### src/hw/rtl/cpmd_mul.sv
`default_nettype none
// Shared signed multiplier with a registered product.
module cpmd_mul (
    input  logic               i_clk,
    input  logic signed [32:0] i_a,
    input  logic signed [32:0] i_b,
    output logic signed [65:0] o_p
);
    logic signed [65:0] r_p;

    // Product is registered and appears in the cycle after the operands.
    always_ff @(posedge i_clk) begin
        r_p <= i_a * i_b;
    end

    assign o_p = r_p;
endmodule
`default_nettype wire

### config.mk
export PLATFORM = sky130hd
export DESIGN_NAME = cpmd_mul
export DESIGN_NICKNAME = d
export VERILOG_FILES = /design/src/hw/rtl/cpmd_mul.sv
export SDC_FILE = /design/constraint.sdc
export NUM_CORES = 2
export LEC_CHECK = 0
export ABC_AREA = 0
export BUFFER_PORTS_ARGS = -buffer_cell sky130_fd_sc_hd__buf_4
export CAP_MARGIN = 40
export CORE_MARGIN = 2
export CORE_UTILIZATION = 40
export DETAILED_ROUTE_END_ITERATION = 10
export SLEW_MARGIN = 20
export SYNTH_ARGS = -nofsm -noshare
export SYNTH_HDL_FRONTEND = slang
export SYNTH_SLANG_ARGS = --single-unit
### constraint.sdc
create_clock -name i_clk -period 8.8 [get_ports i_clk]
set_input_delay 1.32 -clock i_clk [delete_from_list [all_inputs] [get_ports i_clk]]
set_output_delay 1.32 -clock i_clk [all_outputs]
set_load 0.1 [all_outputs]
==> flow_summary.toml <==
[floorplan]
dieArea_mm2 = 0.1044
die_h_um = 323.1
start_util_pct = 40.15
die_w_um = 323.1
ios = 133
core_region_area_mm2 = 0.1014
rows = 117

[yosys]
async_reset_ff_share_pct = 0
synth_edf_count = 0
ys_types = 80
syn_inst = 4338
synth_nets = 5767
synth-main-ff-cell = "dfxtp_1"
avgSynthCellArea_um2 = 9.390
synth.largest_area_cell = "fa_1"
netlist_area_mm2 = 0.04073
ys_ff_latch = 66
synth_top_area_share_pct = 56.27
synth-warning-count = 0
synthTopCellsByArea = "fa_1 56%, inv_1 10%, and2_1 8.6%"
ys_seq_area_share_pct = 3.244

[global_routing]
grt_pass1_vias = 31070
grt_overflow = 0
track_usage_pct = 22.44
grt_first_pass_wirelength_um = 178000
grt_max_degree = 34
antenna_found_initial = 3

[detailed_routing]
vias = 28410
routed_via_density = 4.896
drc = 0
drtIter0Drc = 1628
drtPass1Iterations = 7
ant_nets = 0
wl_um = 109400
wl_per_cell_um = 18.85

[critical_path]
endpoint_kind = "flip-flop"
critPathKind = "in -> reg"
worst-path-max-fanout = 10
worst_ep_arrival_time_ps = 8710
crit_path_start_kind = "input pin"
worst_ep_required_time_ps = 9150

[clocking]
clock_path_buffers = 2
cts.clk_slew.worst_paths_ps = 80
cts_hold_buffers = 0
cts_inserted_buffers = 9
cts_setup_buffers = 0
cts_tree = "done"
htree_num_levels = 3
clock-sinks = 66
ctsResizeCount = 0
cts-root-buf = "clkbuf_16"

[sta]
rsz0062_at_grt = "false"
period_needed_ps = 8353
fmax_ghz = 0.1197
worst_pin_slew_ps = 632.0
setup_viol = 0
slew_violations = 0
max-slew-margin-rel_pct = 57.42
fin_setup_tns_ps = 0
fin_crit_sh_pct = 94.92
hold_viol = 0

[min_path]
hold_path_depth = 3
worstHoldStart = "i_b[0]"
hp-class = "in -> reg"
min_to = "o_p[0]"

[final_layout]
layout_common_cells = "1145 x fa_1, 1131 x inv_1, 562 x and2_1"
largest_register_ffs = 66
mostFrequentLayoutCell = "fa_1"
drive_above_1_share_pct = 7.963
synthToLayoutAreaGrowth_pct = 8.874
nets = 5857
final_util_pct = 43.72

[placed_design]
io_buffers = 132
dp_hpwl_um = 94310
routabilityCongestion = 0.8938

[outcome]
outcome = "finished clean"

[run]
cap_violations = 0
[routing by layer]
metal,track usage (%),vias up,routed length [um]
met2,37.37,724,53810
met3,2.805,147,5396
li1,-,12500,-
met4,9.240,4,4959
met1,29.70,15040,45180
met5,0,-,24
[layout make-up]
class                      instances  area [um2]
multi-input combinational       2920       34320
tap                             1368        1712
inverter                        1131        4245
antenna                            1       2.502
clock buffer                      10       239.0
sequential                        66        1321
timing repair buffer             300        2422
clock inverter                     6       90.09
fill                            9979       57100
[worst max-delay path: stages]
cell and delay (ps):
buf_4 160, buf_4 180, and2_1 180, fa_1 510
inv_1 60, fa_1 540, inv_1 50, fa_1 500
inv_1 60, fa_1 490, fa_1 520, inv_1 60
fa_1 490, fa_1 540, inv_1 60, fa_1 490
inv_1 50, ha_1 350, nand3_1 160, a21oi_1 80
nand2b_1 180, a2111oi_0 380, a21oi_1 280, buf_12 210
a2111o_1 460, a21oi_1 210, xnor2_1 130
[synth_stat cells (36+ instances only)]
master	n
a21o_1	36
inv_1	1131
nor2_1	68
fa_1	1145
nand2_1	551
clkbuf_1	208
a21oi_1	57
dfxtp_1	66
xnor2_1	43
and2_1	562
ha_1	217
[logic make-up after synthesis]
group / count (synthesis) / synth area share, %
adder cells (fa/ha/maj): 1362 / 62.94
buffers and inverters: 1352 / 12.51
AND/OR/NAND/NOR: 1271 / 15.78
AO/OA/AOI/OAI: 219 / 4.067
XOR/XNOR: 68 / 1.462
flip-flops: 66 / 3.244
[metrics by stage]
stage	instances	hold slack [ps]	setup slack [ps]	instance area, um2
floorplan	4338	1447	243.6	40730
global placement	5784	1816	0.1776	44000
detailed placement	5785	1815	21.85	44020
CTS	5801	1441	473.1	44350
global route	5802	1474	178.3	44350
finish	5802	1477	447.1	44350
[worst max path at each step]
stage,startpoint,to,slack (ps),depth (start not counted)
after global routing,i_a[32],o_p[62],180,26
after floorplan,i_a[32],o_p[62],240,23
after CTS,i_b[0],o_p[53],470,28
after global placement,i_b[1],o_p[53],0.2,27
final,i_b[1],o_p[53],450,27
after detailed placement,i_b[0],o_p[53],20,28
Power is left out: the tool's default activity adds up to more than one toggle a clock period on the data nets, which glitch-free logic cannot reach.
