--- config.mk ---
export PLATFORM = sky130hd
export DESIGN_NAME = cpmd_sqrt
export DESIGN_NICKNAME = d
export VERILOG_FILES = /design/src/hw/rtl/cpmd_sqrt.sv
export SDC_FILE = /design/constraint.sdc
export NUM_CORES = 1
export LEC_CHECK = 0
export ABC_CLOCK_PERIOD_IN_PS = 12800
export BUFFER_PORTS_ARGS = -buffer_cell sky130_fd_sc_hd__buf_2
export CAP_MARGIN = 20
export CORE_ASPECT_RATIO = 1.4
export CORE_MARGIN = 3
export CORE_UTILIZATION = 40
export CTS_BUF_LIST = sky130_fd_sc_hd__clkbuf_8 sky130_fd_sc_hd__clkbuf_16
export DETAILED_ROUTE_END_ITERATION = 6
export PLACE_DENSITY = 0.69
export SKIP_CTS_REPAIR_TIMING = 1
export SYNTH_ARGS = -nofsm -noshare
export SYNTH_HDL_FRONTEND = slang
export SYNTH_SLANG_ARGS = --single-unit
--- constraint.sdc ---
create_clock -name i_clk -period 12.8 [get_ports i_clk]
set_input_delay 2.56 -clock i_clk [delete_from_list [all_inputs] [get_ports i_clk]]
set_output_delay 2.56 -clock i_clk [all_outputs]
set_load 0.1 [all_outputs]
--- src/hw/rtl/cpmd_sqrt.sv ---
`default_nettype none
// Floor square root of a 64-bit value, two radicand bits per cycle.
module cpmd_sqrt (
    input  logic        i_clk,
    input  logic        i_rst_n,
    input  logic        i_start,
    input  logic [63:0] i_val,
    output logic        o_busy,
    output logic [31:0] o_root
);
    logic [63:0] r_v;
    logic [63:0] r_r;
    logic [63:0] r_bit;
    logic        r_busy;
    logic [63:0] w_t;
    logic        w_ge;

    assign w_t  = r_r + r_bit;
    assign w_ge = r_v >= w_t;

    // Busy until the last bit pair has been resolved.
    always_ff @(posedge i_clk) begin
        if (!i_rst_n) begin
            r_busy <= 1'b0;
        end else if (i_start) begin
            r_busy <= 1'b1;
        end else if (r_busy && r_bit[0]) begin
            r_busy <= 1'b0;
        end
    end

    // One digit of the classic bitwise root per cycle.
    always_ff @(posedge i_clk) begin
        if (i_start) begin
            r_v   <= i_val;
            r_r   <= '0;
            r_bit <= 64'h4000_0000_0000_0000;
        end else if (r_busy) begin
            if (w_ge) begin
                r_v <= r_v - w_t;
                r_r <= (r_r >> 1) + r_bit;
            end else begin
                r_r <= r_r >> 1;
            end
            r_bit <= r_bit >> 2;
        end
    end

    assign o_busy = r_busy;
    assign o_root = r_r[31:0];
endmodule
`default_nettype wire

==> metrics.log <==
INFO  metric cts.clk_slew.worst_paths = 70 ps
INFO  metric grt_max_degree = 94
INFO  metric timing.rr.start = r_r[2]$_SDFFE_PP0P_
INFO  metric drv.max_cap_violation_count = 0
INFO  metric synth_area = between 0.015 and 0.02 mm2
INFO  metric initial_core_util = 40.62%
INFO  metric synth.top_cells.by_area = sky130_fd_sc_hd__dfxtp_1 13%, sky130_fd_sc_hd__edfxtp_1 13%, sky130_fd_sc_hd__ha_1 11%, sky130_fd_sc_hd__nand2_1 5.4%, sky130_fd_sc_hd__o21ai_0 4.7%
INFO  metric grt_use_total = 21.64%
INFO  metric placementRows = 84
INFO  metric tritoncts_num_sinks = 161
INFO  metric fin_skew = approximately 9.8 ps
INFO  metric criticalPathCategory = flip-flop to flip-flop
INFO  metric clockRootBuffer = sky130_fd_sc_hd__clkbuf_16
INFO  metric final_cell_count_without_fillers = roughly 2400
INFO  metric n_fill_cell = 3806
INFO  metric flow.area_growth_from_synthesis = 7.098%
INFO  metric multi_input_comb_area = 0.01059 mm2
INFO  metric critPathRequiredTime = 12880 ps
INFO  metric globalRouteOverflowTotal = 0
INFO  metric synth_area_leader_cell = sky130_fd_sc_hd__dfxtp_1
INFO  metric gp_routability_congestion = 0.9434
INFO  metric reg2reg_setup_slack = ~5900 ps
INFO  metric min_period_over_period = 53.83%
INFO  metric status = completed
INFO  metric final_antenna_net_count = 0
INFO  metric timing.final.crit_period = 6891 ps
INFO  metric fp.dieArea = 0.04062 mm2
INFO  metric boundaryPins = 100
INFO  metric timing.setup.tns = 0 ps
INFO  metric critPathTopFamily = compound AO/OA/AOI/OAI gates
INFO  metric die-height = 237.3 um
INFO  metric worstPathBufferInverterCount = 2
INFO  metric timing.critical_path.depth = 20
INFO  metric drt_wl_total = around 45000 um
INFO  metric p_total = 0.003384 W
INFO  metric synth.top_cells.by_count = 218 x sky130_fd_sc_hd__nand2_1, 192 x sky130_fd_sc_hd__nor2_1, 145 x sky130_fd_sc_hd__o21ai_0
INFO  metric final_net_count = 2130
INFO  metric p_leak = 6.341 nW
INFO  metric tritoncts = done
INFO  metric antenna_cells_inserted = 0
INFO  metric finalSetupViolCount = 0
INFO  metric worst_path_max_delay_cell = sky130_fd_sc_hd__buf_4
INFO  metric drcViolationCount = 0
INFO  metric final_hold_viol_count = 0
INFO  metric cts_inserted_buffers = 17
INFO  metric grt_antenna_before_repair = 0
INFO  metric ys_warn_count = 0
INFO  metric route.detailed.vias_per_inst = ~6.0
INFO  metric crit_path_end_kind = flip-flop
INFO  metric crit_path_start_kind = flip-flop
INFO  metric crit_path_max_fanout = 73
INFO  metric hpwl = 33930 um
INFO  metric dr.first_iter.drc_count = ~1200
INFO  metric area.sequential = 0.003867 mm2
INFO  metric place_inst = approximately 2400
INFO  metric via_count = 14560
INFO  metric flip_flop_and_latch_count_after_synthesis = 161
INFO  metric die_w = approximately 170 um
INFO  metric cts-root-to-sink-buffers = 2
INFO  metric number_of_enable_flip_flop_cells_after_synthesis = 64
INFO  metric post-synth-top-area-fraction = 12.71%
INFO  metric timing_worst_slew_pin_value = between 900 and 1000 ps
INFO  metric insertion_delay = 460 ps
INFO  metric synthCells = 1946
INFO  metric layout-drive-gt1-share = 9.769%
INFO  metric slew_headroom = 32.66%
INFO  metric grt_first_pass_wirelength = 71780 um
INFO  metric timing.critical_path.to = r_v[58]$_DFFE_PP_
INFO  metric post_drt_wl_per_cell = 18.61 um
INFO  metric r2r_end = r_v[58]$_DFFE_PP_
INFO  metric leading_cell_type_by_number_of_instances_after_synthesis = sky130_fd_sc_hd__nand2_1
INFO  metric ys_async_sr_fraction = 0%
INFO  metric max_freq = 0.1451 GHz
INFO  metric worst_path_largest_cell_delay = 650 ps
INFO  metric grt_pass1_vias = ~14000
INFO  metric syn_nets = 2144
INFO  metric peak_vdd_ir = 0.0001406 V
INFO  metric synth_sequential_area_ratio = 25.28%
INFO  metric port_buffers = 99
INFO  metric cellPowerDensity = 206.7 mW/mm2
INFO  metric rsz0062_at_grt = no
INFO  metric synth_flop_cell = sky130_fd_sc_hd__dfxtp_1
INFO  metric slew_violations = 0
INFO  metric yosysUniqueCellTypes = 86
INFO  metric drt_pass1_iterations = 6
INFO  metric worstPathCellList = ha_1 -> a31oi_1 -> o21bai_1 -> a31oi_1 -> o21ai_1 -> a41oi_1 -> o21ai_0 -> a21oi_1 -> xor2_1 -> ha_1 -> nand2_1 -> nor2_1 -> nand3_1 -> nor3_1 -> o21ai_0 -> a311oi_2 -> o21ai_4 -> buf_4 -> o21ai_4 -> buf_4
INFO  metric setup.worst_path.start = r_r[2]$_SDFFE_PP0P_
INFO  metric core_area = 0.03763 mm2
INFO  metric arrival = between 6000 and 7000 ps
INFO  metric synth.avg_cell_area = 7.853 um2
INFO  metric reg2reg_depth = 20
INFO  metric htreeDepth = 4
INFO  metric holdCritPathClass = flip-flop to flip-flop
==> metrics by stage <==
stage	instance area [um2]	worst slack [ps]	utilization (%)	hold WS, ps
6_report	16370	5909	43.50	513.3
3_5_place_dp	15790	6029	41.96	502.9
3_3_place_gp	15790	6211	41.96	492.4
5_1_grt	16370	5290	43.50	555.0
4_1_cts	16370	5986	43.50	512.8
2_1_floorplan	15280	3293	-	479.5
==> routing by layer <==
metal  vias up  wire, um  global-route usage, %
met5         -         0                      0
met4         0      1904                  9.712
met3        99      2229                  3.311
met2       459     22050                  37.03
met1      6862     18820                  26.72
li1       7142         -                      -
==> worst min-delay path by stage <==
stage                        startpoint                   to  cells after the start  slack, ps
floorplan           r_r[0]$_SDFFE_PP0P_  r_r[0]$_SDFFE_PP0P_                      2        480
global placement    r_r[0]$_SDFFE_PP0P_  r_r[0]$_SDFFE_PP0P_                      2        490
detailed placement  r_r[0]$_SDFFE_PP0P_  r_r[0]$_SDFFE_PP0P_                      2        500
CTS                 r_r[0]$_SDFFE_PP0P_  r_r[0]$_SDFFE_PP0P_                      2        510
global route        r_r[0]$_SDFFE_PP0P_  r_r[0]$_SDFFE_PP0P_                      2        560
finish              r_r[0]$_SDFFE_PP0P_  r_r[0]$_SDFFE_PP0P_                      2        510
==> logic make-up (layout without fill, tap and decap cells) <==
kind of cell               Yosys count  in the layout  synth area share (%)
AOI/OAI and AO/OA                  641            641                 27.60
and+or+nand+nor                    617            617                 18.28
buffers and inverters              188            187                 5.551
DFF                                161            161                 25.28
xor gates and xnor gates           147            147                 8.425
adders and majority gates          131            131                 10.77
muxes                               61             61                 4.085
==> flip-flops by register name (all words and copies together) (netlist names) <==
name	count
o_busy	1
r_bit	32
r_r	64
r_v	64
==> power by group <==
group          total [W]  internal [W]  switching [W]
Clock           0.000515      0.000289       0.000226
Combinational    0.00204      0.000740        0.00130
Sequential      0.000829      0.000709       0.000120
==> worst reg2reg max path: cells and delay by family, from the launching register on <==
| family | cells | cell delay, ps |
|---|---|---|
| AO/OA/AOI/OAI | 11 | 3300 |
| flip-flops | 1 | 370 |
| AND/OR/NAND/NOR | 4 | 700 |
| buffers and inverters | 2 | 1000 |
| XOR/XNOR | 1 | 200 |
| adder cells (fa/ha/maj) | 2 | 800 |
==> placed cells by master (no fill, tap or decap), types with 37 or more instances in the layout <==
cell type and count:
sky130_fd_sc_hd__nor2_1 192, sky130_fd_sc_hd__o21ai_0 144, sky130_fd_sc_hd__buf_2 98, sky130_fd_sc_hd__nand4_1 47
sky130_fd_sc_hd__nand3_1 37, sky130_fd_sc_hd__mux2i_1 50, sky130_fd_sc_hd__xor2_1 71, sky130_fd_sc_hd__edfxtp_1 64
sky130_fd_sc_hd__inv_1 48, sky130_fd_sc_hd__xnor2_1 76, sky130_fd_sc_hd__a21o_1 54, sky130_fd_sc_hd__ha_1 130
sky130_fd_sc_hd__nand2_1 218, sky130_fd_sc_hd__a31oi_1 63, sky130_fd_sc_hd__a211oi_1 42, sky130_fd_sc_hd__dfxtp_1 96
sky130_fd_sc_hd__a21oi_1 135
==> layout make-up <==
class	count	area share, %
flip-flops and latches	161	23.63
repair buffers	106	3.387
inverters	49	1.124
well taps	473	3.616
multi-input cells	1597	64.70
clock buffers	20	2.920
clock inverters	12	0.6269
Power figures use the tool's default switching activity.
