<file path="src/hw/rtl/cpmd_pkg.sv">
`default_nettype none
package cpmd_pkg;

    // Rotation steps of the CORDIC unit, bounded by the arctangent table.
    localparam int CORDIC_STEPS = 16;
    localparam int CORDIC_ITERS = (CORDIC_STEPS < 24) ? CORDIC_STEPS : 24;

    // Divider geometry.
    localparam int DIV_NUM_W = 80;
    localparam int DIV_DEN_W = 64;
    localparam int DIV_CNT_W = $clog2(DIV_NUM_W);

    // Physical and angle constants.
    localparam logic [19:0] G_Q16 = 20'd643564;
    localparam logic [29:0] K_Q30 = 30'd652032874;
    localparam logic signed [34:0] PI_Z = 35'sd3373259426;
    localparam logic signed [34:0] HALF_PI_Z = 35'sd1686629713;
    localparam logic [32:0] TWO_PI_Q30 = 33'd6746518852;
    localparam logic [30:0] GRIP_MAX = 31'h7FFF_FFFF;
    localparam logic signed [17:0] HEAD_ONE = 18'sd65536;

    // Floor of 2^51 over two pi in Q2.30, used to estimate whole turns.
    localparam logic [18:0] TWO_PI_RECIP = 19'd333772;

    // Configuration register indexes.
    typedef enum logic [2:0] {
        CFG_FRICTION = 3'd0,
        CFG_GAS      = 3'd1,
        CFG_BRAKE    = 3'd2,
        CFG_FLOOR    = 3'd3,
        CFG_VREF     = 3'd4
    } t_cfg_idx;

    // Sequencer states of one tick.
    typedef enum logic [5:0] {
        S_IDLE, S_SQX, S_SQY, S_SQSUM, S_VREF2, S_GMU, S_RATIO, S_GRIPA, S_GRIPB,
        S_GRIPC, S_ACC, S_STEP, S_STEP2, S_VELX, S_VELY, S_VELY2, S_DOTX, S_DOTY,
        S_DOTS, S_LAT0, S_LAT1, S_LAT2, S_LATW, S_RDIV, S_TH0, S_TH1, S_THDIV,
        S_MOD0, S_MOD1, S_MOD2, S_CKHX, S_CKHY, S_CKH, S_CHW, S_CKVY, S_CKV, S_CVW,
        S_POSX, S_POSY, S_POSS, S_OUT
    } t_state;

    // Arctangent of 2^-i in Q2.30.
    function automatic logic [29:0] cpmd_atan(input logic [4:0] idx);
        logic [29:0] v;
        case (idx)
            5'd0: v = 30'd843314857;
            5'd1: v = 30'd497837829;
            5'd2: v = 30'd263043837;
            5'd3: v = 30'd133525159;
            5'd4: v = 30'd67021687;
            5'd5: v = 30'd33543516;
            5'd6: v = 30'd16775851;
            5'd7: v = 30'd8388437;
            5'd8: v = 30'd4194283;
            5'd9: v = 30'd2097149;
            5'd10: v = 30'd1048576;
            5'd11: v = 30'd524288;
            5'd12: v = 30'd262144;
            5'd13: v = 30'd131072;
            5'd14: v = 30'd65536;
            5'd15: v = 30'd32768;
            5'd16: v = 30'd16384;
            5'd17: v = 30'd8192;
            5'd18: v = 30'd4096;
            5'd19: v = 30'd2048;
            5'd20: v = 30'd1024;
            5'd21: v = 30'd512;
            5'd22: v = 30'd256;
            5'd23: v = 30'd128;
            default: v = '0;
        endcase
        return v;
    endfunction

    // Saturate a wide signed value to 32 bits.
    function automatic logic signed [31:0] cpmd_sat32(input logic signed [67:0] v);
        logic signed [31:0] r;
        if (v > 68'sd2147483647) begin
            r = 32'sh7FFF_FFFF;
        end else if (v < -68'sd2147483648) begin
            r = 32'sh8000_0000;
        end else begin
            r = v[31:0];
        end
        return r;
    endfunction

    // Clamp a heading component to the unit range.
    function automatic logic signed [17:0] cpmd_clamp_head(input logic signed [33:0] v);
        logic signed [17:0] r;
        if (v > 34'sd65536) begin
            r = HEAD_ONE;
        end else if (v < -34'sd65536) begin
            r = -HEAD_ONE;
        end else begin
            r = v[17:0];
        end
        return r;
    endfunction

endpackage
`default_nettype wire

</file>
<file path="src/hw/rtl/cpmd_div.sv">
`default_nettype none
// Restoring divider, one quotient bit per cycle.
module cpmd_div import cpmd_pkg::*; (
    input  logic                 i_clk,
    input  logic                 i_rst_n,
    input  logic                 i_start,
    input  logic [DIV_NUM_W-1:0] i_num,
    input  logic [DIV_DEN_W-1:0] i_den,
    output logic                 o_busy,
    output logic [DIV_NUM_W-1:0] o_quo
);
    logic [DIV_NUM_W-1:0] r_num;
    logic [DIV_DEN_W-1:0] r_den;
    logic [DIV_DEN_W-1:0] r_rem;
    logic [DIV_CNT_W-1:0] r_cnt;
    logic                 r_busy;
    logic [DIV_DEN_W:0]   w_trial;
    logic [DIV_DEN_W:0]   w_diff;
    logic                 w_ge;

    // Trial subtraction of the divisor from the shifted remainder.
    assign w_trial = {r_rem, r_num[DIV_NUM_W-1]};
    assign w_ge    = w_trial >= {1'b0, r_den};
    assign w_diff  = w_trial - {1'b0, r_den};

    // Busy flag and step counter.
    always_ff @(posedge i_clk) begin
        if (!i_rst_n) begin
            r_busy <= 1'b0;
            r_cnt  <= '0;
        end else if (i_start) begin
            r_busy <= 1'b1;
            r_cnt  <= '0;
        end else if (r_busy) begin
            r_cnt <= r_cnt + 1'b1;
            if (r_cnt == DIV_CNT_W'(DIV_NUM_W - 1)) begin
                r_busy <= 1'b0;
            end
        end
    end

    // Quotient bits shift in where the dividend bits shift out.
    always_ff @(posedge i_clk) begin
        if (i_start) begin
            r_num <= i_num;
            r_den <= i_den;
            r_rem <= '0;
        end else if (r_busy) begin
            r_num <= {r_num[DIV_NUM_W-2:0], w_ge};
            r_rem <= w_ge ? w_diff[DIV_DEN_W-1:0] : w_trial[DIV_DEN_W-1:0];
        end
    end

    assign o_busy = r_busy;
    assign o_quo  = r_num;
endmodule
`default_nettype wire

</file>
<file path="config.mk">
export PLATFORM = sky130hd
export DESIGN_NAME = cpmd_div
export DESIGN_NICKNAME = d
export VERILOG_FILES = /design/src/hw/rtl/cpmd_pkg.sv /design/src/hw/rtl/cpmd_div.sv
export SDC_FILE = /design/constraint.sdc
export NUM_CORES = 1
export LEC_CHECK = 0
export BUFFER_PORTS_ARGS = -buffer_cell sky130_fd_sc_hd__buf_2
export CORE_AREA = 2 2 148 150
export DETAILED_ROUTE_END_ITERATION = 8
export DIE_AREA = 0 0 150 152
export GPL_TIMING_DRIVEN = 0
export PLACE_DENSITY = 0.84
export RECOVER_POWER = 25
export SLEW_MARGIN = 30
export SYNTH_ARGS = -nofsm -noshare
export SYNTH_HDL_FRONTEND = slang
export SYNTH_SLANG_ARGS = --single-unit
</file>
<file path="constraint.sdc">
create_clock -name i_clk -period 6.1 [get_ports i_clk]
set_clock_uncertainty 0.2 [all_clocks]
set_input_delay 0.305 -clock i_clk [delete_from_list [all_inputs] [get_ports i_clk]]
set_output_delay 0.305 -clock i_clk [all_outputs]
set_load 0.1 [all_outputs]
</file>
==> metrics.md <==
| Metric | Value |
|---|---|
| Total GRT Usage | `35.72%` |
| Cell family with most CP delay | `simple AND/OR/NAND/NOR gates` |
| Max-cap violations | `2` |
| Worst-path clk slew | `70 ps` |
| NetSw | `1827 uW` |
| Clk Latency, worst-skew pair | `approximately 550 ps` |
| Clk root buf | `clkbuf_16` |
| Remaining antenna violation count | `0` |
| R2r endpoint | `r_rem[53]$_SDFFE_PP0P_` |
| Min-delay worst type | `input port to flop` |
| Clock power frac | `between 30% and 40%` |
| Initial antenna violation count | `1` |
| Placed wire-length estimate | `26.09 mm` |
| Final Cell Area | `16180 sq um` |
| Post-DP Area | `around 14000 sq um` |
| Global-route wire length before repair | `63.87 mm` |
| Critical path class | `flop to flop` |
| CP most frequent cell | `buf_6` |
| Worst setup EP type | `flop` |
| Top Ports | `around 230` |
| Global route overflow | `0` |
| DR DRC count | `0` |
| Mapped Nets | `around 1500` |
| Post-CTS resize count | `0` |
| Fin. max-slew vios | `71` |
| DR pass1 iterations | `5` |
| Core area | `21350 sq um` |
| Synthesis-to-finish area growth | `30.01%` |
| Per-cell routed wire length | `21.39 microns` |
| Slowest cell on the critical path | `nor4_1` |
| CP startpoint kind | `flop` |
| Hold path startpoint | `i_den[13]` |
| WL final | `approximately 42 mm` |
| Synth top area share | `a little over a third` |
| Clock buffer depth | `3` |
| Iter 0 DRT Violations | `890` |
| #FFs+latches synth | `between 200 and 250` |
| Fin crit share | `73.22%` |
| Sequential cell area | `5766 sq um` |
| Worst path bufs/invs | `5` |
| # clock sinks | `216` |
| VDD IR-drop max | `roughly 320 uV` |
| Vias in the first global route | `11810` |
| Crit path time final | `4467 ps` |
| CP peak stage delay | `510 ps` |
| Crit path depth | `17` |
| Combinational share of power | `roughly 33%` |
| Largest net degree at the start of global routing | `49` |
| Ys flop type | `edfxtp_1` |
| Final nets | `approximately 1900` |
| Peak Freq | `223.9 MHz` |
| Reg2Reg Depth | `17` |
| Synth area leader | `edfxtp_1` |
| Final core occ | `75.78%` |
| Critical path arrival | `~4700 ps` |
| Synth unique cells | `67` |
| Worst flop-to-flop path startpoint | `r_den[24]$_DFFE_PP_` |
| Footprint of the multi-input gates | `6085 sq um` |
| Die height | `152 microns` |
| Worst R2R Setup Slack | `1630 ps` |
| Switch share | `37.22%` |
| Critical Path Start | `r_den[24]$_DFFE_PP_` |
| Vias/cell | `slightly above 6` |
| Sequential Power Share | `36.9%` |
| Starting Density | `58.29%` |
| RSZ-0062 raised after global routing | `no` |
| P per Cell Area | `303.4 nW/um^2` |
| Final Hold Fails | `0` |
| Num rows | `54` |
| Synth Instances | `about 1200` |
| Register area share after synthesis | `46.33%` |
| Synth area leaders | `edfxtp_1 35%, dfxtp_1 12%, mux2_2 7.1%` |
| Final setup vio count | `0` |
| Number of synthesized flops with an enable pin | `144` |
| Post-Syn Area | `12440 sq um` |
| Yosys warns | `0` |
| Relative slew slack | `-31.88%` |
| Share of layout cells above drive strength 1 | `22.03%` |
| Die ar. | `22800 sq um` |
| Worst Max-Slew Pin Slew | `1978 ps` |
| Routability Congestion | `0.9798` |
| Final TNS setup | `0 ps` |
| Leakage | `~0.0068 uW` |
| Port buffer count | `227` |
| # fillers | `1411` |
| Internal | `between 3000 and 4000 uW` |
| Syn avg cell area | `~10 sq um` |
| Hold Path Depth | `2` |
| Vias | `11740` |
| CTS Buf Count | `23` |
| Status | `finished with violations` |
| Die W | `150 microns` |
| Required time worst endpoint | `6300 ps` |
| Leading cell types in the layout, fill and taps excluded | `228 x buf_2, 145 x dlygate4sd3_1, 144 x edfxtp_1` |
| Critical path, cell by cell | `inv_1, ha_1, clkbuf_1, nand4_1, nor4_1, nand4bb_1, a311oi_1, nor3_1, o41a_1, o21a_1, buf_6, buf_6, buf_2, nand2_1, o211ai_1, o21ai_0, nor2_1` |
| CTS H-Tree Depth | `1` |
| CTS tree | `built` |
| Hold EP | `r_den[13]$_DFFE_PP_` |
| Most common cell after layout, fill and taps aside | `buf_2` |
| Synth async-reset ratio | `0%` |
| Crit-path max FO | `10` |
| Failing checks | `capacitance limit, slew limit` |
[power groups by stage]
stage | combinational [uW] | clock (uW) | sequential, uW
floorplan | 746 | 0 | 2220
global placement | 1460 | 0 | 1820
detailed placement | 1490 | 0 | 1820
CTS | 1570 | 1470 | 1790
global route | 1720 | 1540 | 1820
finish | 1620 | 1480 | 1810
[cell type report]
| cell class | instances | area share [%] |
|---|---|---|
| multi-input cells | 884 | 37.61 |
| flip-flops and latches | 216 | 35.64 |
| repair buffers | 374 | 16.10 |
| clock buffers | 31 | 3.867 |
| well taps | 280 | 2.165 |
| plain buffers | 66 | 1.856 |
| inverters | 79 | 1.833 |
| clock inverters | 11 | 0.9203 |
| diodes | 1 | 0.01547 |
[kinds of logic after synthesis]
group | after synthesis | share of synthesized area (%)
AO/OA/AOI/OAI | 343 | 17.79
XOR/XNOR | 60 | 4.223
adder cells (fa/ha/maj) | 66 | 6.696
buffers and inverters | 145 | 4.796
flip-flops | 216 | 46.33
multiplexers | 98 | 8.677
AND/OR/NAND/NOR | 317 | 11.49
[what timing repair did]
| item | CTS | global route |
|---|---|---|
| hold buffers | 145 | 0 |
| hold endpoints to repair | 152 | 0 |
| buffers inserted | 0 | 0 |
[synthesized netlist by cell type, drive strengths merged (7+ instances only)]
cell,n
a211oi,29
a21o,29
a21oi,101
a31oi,9
and3,10
buf,16
clkbuf,50
dfxtp,72
edfxtp,144
ha,65
inv,78
mux2,79
mux2i,19
nand2,100
nand2b,7
nand3,12
nand4,23
nor2,118
nor2b,11
nor3,15
o211ai,33
o21a,14
o21ai,77
o21bai,12
xnor2,34
xor2,26
[state kept, by name (all words and copies together), names as in the netlist]
name,flops
o_quo,80
r_den,64
r_rem,64
r_cnt,7
o_busy,1
[layer usage]
layer / global-route usage [%] / share of wire [%] / vias to the layer above / wire [microns]
li1: - / - / 5351 / -
met1: 43.44 / 37 / 5478 / 15340
met2: 60.38 / 48 / 732 / 20010
met3: 6.637 / 9.0 / 177 / 3739
met4: 18.06 / 5.9 / 0 / 2448
met5: 0 / 0 / - / 0
[worst max path at each step]
stage | end | slack (ps)
after detailed placement | r_rem[24]$_SDFFE_PP0P_ | 1760
after CTS | r_rem[24]$_SDFFE_PP0P_ | 1730
final | r_rem[53]$_SDFFE_PP0P_ | 1630
after global routing | r_rem[2]$_SDFFE_PP0P_ | 1440
after global placement | o_quo[15]$_DFFE_PP_ | 1380
after floorplan | r_rem[54]$_SDFFE_PP0P_ | 2130
[through the flow]
| step | total power [uW] | std cells | hold WS [ps] | worst slack (ps) |
|---|---|---|---|---|
| 2_1_floorplan | 2961 | 1245 | 203.9 | 2130 |
| 3_3_place_gp | 3280 | 1752 | 268.2 | 1381 |
| 3_5_place_dp | 3306 | 1754 | 283.1 | 1765 |
| 4_1_cts | 4831 | 1941 | 55.47 | 1728 |
| 5_1_grt | 5071 | 1942 | 269.6 | 1436 |
| 6_report | 4908 | 1942 | 272.8 | 1634 |
Power figures use the tool's default switching activity.
